### config.mk
export PLATFORM = sky130hd
export DESIGN_NAME = vfc_emit
export DESIGN_NICKNAME = d
export VERILOG_FILES = /design/src/rtl/vfc_pkg.sv /design/src/rtl/vfc_emit.sv
export SDC_FILE = /design/constraint.sdc
export NUM_CORES = 1
export LEC_CHECK = 0
export BUFFER_PORTS_ARGS = -buffer_cell sky130_fd_sc_hd__clkbuf_2
export CAP_MARGIN = 20
export CORE_MARGIN = 2
export CORE_UTILIZATION = 54
export DETAILED_ROUTE_END_ITERATION = 8
export GPL_ROUTABILITY_DRIVEN = 1
export GPL_TIMING_DRIVEN = 0
export HOLD_SLACK_MARGIN = 0.1
export PLACE_DENSITY = 0.83
export SLEW_MARGIN = 15
export SYNTH_ARGS = -nofsm -noshare
export SYNTH_HDL_FRONTEND = slang
export SYNTH_SLANG_ARGS = --single-unit
### constraint.sdc
create_clock -name clock -period 4.7 [get_ports clock]
set_input_delay 1.175 -clock clock [delete_from_list [all_inputs] [get_ports clock]]
set_output_delay 1.175 -clock clock [all_outputs]
set_load 0.05 [all_outputs]
### src/rtl/vfc_pkg.sv
package vfc_pkg;

   // request kinds
   localparam logic [1:0] REQ_CELL_WR   = 2'd0;
   localparam logic [1:0] REQ_BORDER_WR = 2'd1;
   localparam logic [1:0] REQ_QUERY     = 2'd2;

   // border planes
   localparam logic [1:0] SIDE_LEFT    = 2'd0;
   localparam logic [1:0] SIDE_RIGHT   = 2'd1;
   localparam logic [1:0] SIDE_BACK    = 2'd2;
   localparam logic [1:0] SIDE_FORWARD = 2'd3;

   // face kinds, also the bit positions of the exposed-face mask
   localparam logic [2:0] FACE_TOP    = 3'd0;
   localparam logic [2:0] FACE_BOTTOM = 3'd1;
   localparam logic [2:0] FACE_LEFT   = 3'd2;
   localparam logic [2:0] FACE_RIGHT  = 3'd3;
   localparam logic [2:0] FACE_FRONT  = 3'd4;
   localparam logic [2:0] FACE_BACK   = 3'd5;

   localparam int FACE_COUNT = 6;

   // configuration register index
   localparam logic REG_NEIGHBOUR = 1'b0;

   typedef struct packed {
      logic [1:0] req_type;
      logic [3:0] pos_x;
      logic [7:0] pos_y;
      logic [3:0] pos_z;
      logic [1:0] border_side;
      logic [3:0] border_index;
      logic       solid;
   } vfc_req_type;

   typedef struct packed {
      logic [3:0] face_x;
      logic [7:0] face_y;
      logic [3:0] face_z;
      logic [2:0] face_kind;
      logic       top_covered;
      logic       last_face;
   } vfc_rsp_type;

   // one culled query handed from the read sequencer to the face emitter
   typedef struct packed {
      logic [3:0]            x;
      logic [7:0]            y;
      logic [3:0]            z;
      logic [FACE_COUNT-1:0] mask;
      logic                  above;
   } vfc_hand_type;

endpackage

### src/rtl/vfc_emit.sv
module vfc_emit
   import vfc_pkg::*;
(
   input  logic         clock,
   input  logic         reset,
   input  logic         hand_valid,
   input  vfc_hand_type hand_data,
   output logic         hand_ready,
   output logic         rsp_valid,
   input  logic         rsp_stall,
   output vfc_rsp_type  rsp_data
);

   logic [FACE_COUNT-1:0] em_mask_ff;
   logic [FACE_COUNT-1:0] em_mask_in;
   vfc_hand_type          em_info_ff;
   logic                  rsp_valid_ff;
   logic                  rsp_valid_in;
   vfc_rsp_type           rsp_data_ff;
   logic [2:0]            pick;
   logic [FACE_COUNT-1:0] rest;
   logic                  out_free;
   logic                  emit;

   // lowest pending face goes first
   always_comb begin
      pick = FACE_TOP;
      for (int k = FACE_COUNT - 1; k >= 0; k--) begin
         if (em_mask_ff[k]) begin
            pick = 3'(k);
         end
      end
      rest = em_mask_ff;
      rest[pick] = 1'b0;
   end

   assign out_free   = !rsp_valid_ff || !rsp_stall;
   assign emit       = out_free && (em_mask_ff != '0);
   assign hand_ready = (em_mask_ff == '0) || (emit && (rest == '0));

   always_comb begin
      em_mask_in = em_mask_ff;
      if (hand_valid && hand_ready) begin
         em_mask_in = hand_data.mask;
      end else if (emit) begin
         em_mask_in = rest;
      end
      rsp_valid_in = rsp_valid_ff;
      if (emit) begin
         rsp_valid_in = 1'b1;
      end else if (!rsp_stall) begin
         rsp_valid_in = 1'b0;
      end
   end

   always_ff @(posedge clock) begin
      if (reset) begin
         em_mask_ff   <= '0;
         rsp_valid_ff <= 1'b0;
      end else begin
         em_mask_ff   <= em_mask_in;
         rsp_valid_ff <= rsp_valid_in;
      end
   end

   always_ff @(posedge clock) begin
      if (hand_valid && hand_ready) begin
         em_info_ff <= hand_data;
      end
      if (emit) begin
         rsp_data_ff.face_x      <= em_info_ff.x;
         rsp_data_ff.face_y      <= em_info_ff.y;
         rsp_data_ff.face_z      <= em_info_ff.z;
         rsp_data_ff.face_kind   <= pick;
         rsp_data_ff.top_covered <= (pick >= FACE_LEFT) && em_info_ff.above;
         rsp_data_ff.last_face   <= (rest == '0);
      end
   end

   assign rsp_valid = rsp_valid_ff;
   assign rsp_data  = rsp_data_ff;

endmodule

Word level (Yosys, flattened, before mapping)
Cells that the tools add are included.
{"block": "word_totals", "regBits": 45, "input_bits": 27, "output_inout_bits": 23, "wordCells": 43}
{"block": "op_classes", "order_cmp": 3, "eq_ne": 1, "mux": 12, "n_bitwise": 2, "n_reduce_logical": 13}
{"op": "two-way mux 3 bit", "n": 6}
{"op": "logical NOT 6 bit", "n": 2}
{"op": "two-way mux 6 bit", "n": 2}
{"op": "AND 6 bit", "n": 1}
{"op": "NOT 6 bit", "n": 1}
{"op": "nonzero test 6 bit", "n": 1}
{"op": "logical AND 1 bit", "n": 5}
{"op": "less-than comparator 3 x 4 -> 1 bit (second input constant)", "n": 1}
{"op": "demux 1 bit (select 3 bit)", "n": 1}
{"op": "greater-or-equal comparator 3 x 1 -> 1 bit (second input constant)", "n": 1}
{"op": "greater-or-equal comparator 3 x 2 -> 1 bit (second input constant)", "n": 1}
{"op": "two-way mux 1 bit", "n": 3}
{"op": "logical NOT 1 bit", "n": 2}
{"op": "logical OR 1 bit", "n": 2}
{"op": "!= test 2 x 1 -> 1 bit (second input constant)", "n": 1}
{"op": "nonzero test 2 bit", "n": 1}

Depth between registers and ports, before layout
{"block": "depth", "depth_word": 17, "ltp_mapped": 6, "mapped_depth_nobuf": 4}

Worst setup path after synthesis
Ideal clock, no wire load.
{"block": "synth_path", "path_type": "input port to output port", "start": "in rsp_stall", "end": "out hand_ready", "arrival_time_ns": 2.194, "t_required_ns": 3.525, "slack_ns": 1.331, "path_stages": 4, "path_buffers": 1, "path_cell_list": "and2_1 > clkbuf_1 > a211oi_1 > or2_1"}
{"block": "synth_between", "elab_chain_cells": 5}
{"item": "from (decl)", "line_no": "vfc_emit.sv:10", "source": "input logic rsp_stall,"}
{"item": "logical NOT 1 bit"}
{"item": "logical OR 1 bit", "line_no": "vfc_emit.sv:37", "source": "assign out_free = !rsp_valid_ff || !rsp_stall;"}
{"item": "logical AND 1 bit", "line_no": "vfc_emit.sv:38", "source": "assign emit = out_free && (em_mask_ff != '0);"}
{"item": "logical AND 1 bit", "line_no": "vfc_emit.sv:39", "source": "assign hand_ready = (em_mask_ff == '0) || (emit && (rest == '0));"}
{"item": "logical OR 1 bit", "line_no": "vfc_emit.sv:39"}
{"item": "to (decl)", "line_no": "vfc_emit.sv:8", "source": "output logic hand_ready,"}
Every way passes these cells.

Worst setup path in the final report
Same ends and word-level chain as after synthesis.

==> results.md <==
- CP Data Required Time: 3.52 ns
- Post-Syn Instances: 105
- Clk_skew: 0.008700 ns
- Core area: 3003 sq um
- Flop-to-flop setup slack: 2.45 ns
- Area grow syn2layout: 21.39%
- Clock-pin slew on the worst setup and hold paths: 0.12 ns
- Tightest Hold Check Type: reg -> reg
- Root buf cell: clkbuf_4
- Slew Limit Fails: 0
- Int Pwr: 0.0006422 W
- Die ar.: 3571 sq um
- Total power draw: 0.0009998 W
- Unrepaired setup endpoints after global routing: false
- Top-level I/O count: 50
- Vias in the first global route: 959
- Sw Pwr: 0.0003576 W
- First-pass GRT wire length: approximately 4200 um
- Port-buffer cells: 49
- Die Ht: 59.76 um
- Multiplexer area fraction after synthesis: 0%
- Setup WS pre-CTS: 1.120 ns
- Syn Std Cell Area: 1679 sq um
- FF-to-FF Start: em_mask_ff[5]
- Status: completed
- Max-cap viol count: 0
- P_leak: 0.8423 nW
- Hold buffer count at cts: 0
- Post-DR wirelength/cell: 13.67 um
- Seq/Total Area, Yosys: 76.30%
- Final ANT Viol Nets: 0
- Power density cells: 490.5 nW/um^2
- Largest net degree at the start of global routing: 18
- Initial Utilization: 55.92%
- CTS Buf Count: 5
- Xor/xnor share of the synthesized area: 0%
- Data arrival, critical path: 2.40 ns
- CP max-delay cell: a211oi_1
- Crit path max fanout: 8
- Final hold violation count: 0
- Path depth of the worst reg2reg path: 5
- Design Area, Final: 2038 sq um
- Setup crit start kind: primary input
- Setup slack after layout: 1.126 ns
- Final GP Congestion: 0.9170
- Part of the power in combinational logic: 29.7%
- # Post-CTS Setup Buffers: 0
- Hold worst-path end: rsp_data[8]
- Combinational family with the most area after synthesis: compound AO/OA/AOI/OAI gates
- Crit path max-delay family: buffers and inverters
- Met1 wire length: 1005 um
- Synth Area in Compound Gates: a little under an eighth
- # diodes: 0
- Power share of the clock group: between 15 and 20%
- Clock Sink Count: 45
- Mapped Avg Cell Area: 15.99 sq um
- CTS tree: built
- TNS Setup: 0 ns
- CTS resizes: 0
- Min Tclk post-route: 3.574 ns
- Routed wire length on met3: 154 um
- FF+latch count, synth: 45
- Tcrit/Tclk final: 76.03%
- WS Path Type: in -> out
- Worst-case clock buffer depth: 2
- Detailed Routing Iterations Pass 1: 4
- Synth Warn #: 0
- Max Clock Freq: 0.2798 GHz
- Tot GR Track Use: 16.61%
- Share of cells above drive strength 1: a little under half
- Hold Path Stages: 0
- DP Wirelength: roughly 2000 um
- CP cell instances: clkbuf_2, and2_1, clkbuf_1, a211oi_1, or2_1, clkbuf_2
- Netlist cell types: 32
- H-tree depth: 2
- Final setup viols: 0
- Row cnt: 20
- Max IR drop VDD: between 0.2 and 0.3 mV
- Met2 wire length: 1427 um
- 1st-iter DRT viols: 22
- Simple-Gate Fraction of Synth Area: about 8.7%
- RR Endpoint: em_info_ff[10]
- Post-Synthesis Net Count: 132
- Nets: 189
- Sw Ratio: 35.76%
- Vias per Instance: 5.276
- Highest routed layer: met4
- DRC viols: 0
- Die W: around 60 um
- Buffers and inverters on the worst path: 3
- Slew @ Worst Pin: 0.5932 ns
- Sequential fraction of design power: 52.8%
- Worst skew pair latency: 0.34 ns
- Worst hold start: em_info_ff[10]
- Adder-cell share of the synthesized area: 0%
- Via count: 1034
- Cell Area, Placed: roughly 2000 sq um
- Initial antenna violation count: 0
- Crit-path max cell delay: 0.37 ns
- Normalized max-slew margin: 60.41%
- Crit. End Element: output port
- Crit path top cell by count: clkbuf_2
- Overflow after GRT: 0
- Total Wirelength: approximately 2700 um
- Fillcell total: 200
## cells by family (layout without fill, tap and decap cells)
logic type	count (synthesis)	in the layout
flops	45	45
simple gates	26	26
compound gates	24	24
buf+inv	10	68
## cells in the mapped netlist, drive strengths merged
library cell	n	area share [%]
a211o	2	1.2
a211oi	1	0.45
a21o	1	0.45
a21oi	4	1.9
a31o	1	0.52
and2	1	0.37
buf	4	1.9
clkbuf	3	0.67
dfxtp	7	8.3
edfxtp	38	68
inv	3	0.67
nand2b	7	2.6
nand3b	1	0.45
nor2	8	1.8
nor3	3	0.89
o211a	1	0.60
o21a	1	0.45
o21ai	4	1.4
o22ai	3	1.1
o311a	2	1.2
o31ai	1	0.45
o32ai	2	1.5
o41ai	1	0.52
or2	4	1.5
or3	1	0.45
or4	1	0.67
## state kept, by name, indices dropped and copies added (netlist names)
signal and count:
em_mask_ff 6, rsp_data 21, em_info_ff 17, rsp_valid 1
## worst max path at each step
stage	from	end	slack, ns	depth (start not counted)
2_1_floorplan	rsp_stall	hand_ready	1.33	4
3_3_place_gp	rsp_stall	hand_ready	1.16	6
3_5_place_dp	rsp_stall	hand_ready	1.12	6
4_1_cts	rsp_stall	hand_ready	1.12	6
5_1_grt	rsp_stall	hand_ready	1.00	6
6_report	rsp_stall	hand_ready	1.13	6
## power groups by stage
stage          Sequential, W  Combinational [W]  Clock, W
4_1_cts             0.000528           0.000298  0.000179
5_1_grt             0.000533           0.000314  0.000196
3_3_place_gp        0.000534           0.000286         0
3_5_place_dp        0.000538           0.000298         0
6_report            0.000527           0.000297  0.000175
2_1_floorplan       0.000670          0.0000923         0
## per-stage QoR
step | std cells | utilization, % | hold WS [ns]
after floorplan | 105 | - | 0.4003
after global placement | 187 | 65.46 | 0.4015
after detailed placement | 188 | 65.92 | 0.4054
after CTS | 196 | 67.88 | 0.4296
after global routing | 196 | 67.88 | 0.4435
final | 196 | 67.88 | 0.4354
## cell usage in the layout (no fill, tap or decap), types with 2 or more instances in the layout
cell,instances
clkbuf_2,49
edfxtp_1,38
nor2_1,7
nand2b_1,7
dfxtp_1,7
clkbuf_4,5
clkbuf_1,3
buf_6,3
or2_2,3
inv_1,3
a21oi_1,3
o22ai_1,3
nor3_1,3
buf_2,2
a211o_2,2
o311a_1,2
o21ai_1,2
## routing by layer
metal	up-vias	global-route usage, %
met1	476	18.01
met5	-	0
met2	40	27.80
met4	0	10.48
met3	8	5.411
li1	510	-
## final cells by class
cell class                 count  area (sq um)  area share, %
inverter                       3         11.26         0.5525
multi-input combinational     50         345.3          16.94
buffer                         7         43.79          2.149
clock buffer                   5         37.54          1.842
tap                           33         41.29          2.026
clock inverter                 3         21.27          1.044
sequential                    45          1281          62.86
timing repair buffer          50         256.5          12.58
(Power assumes the default switching activity.)
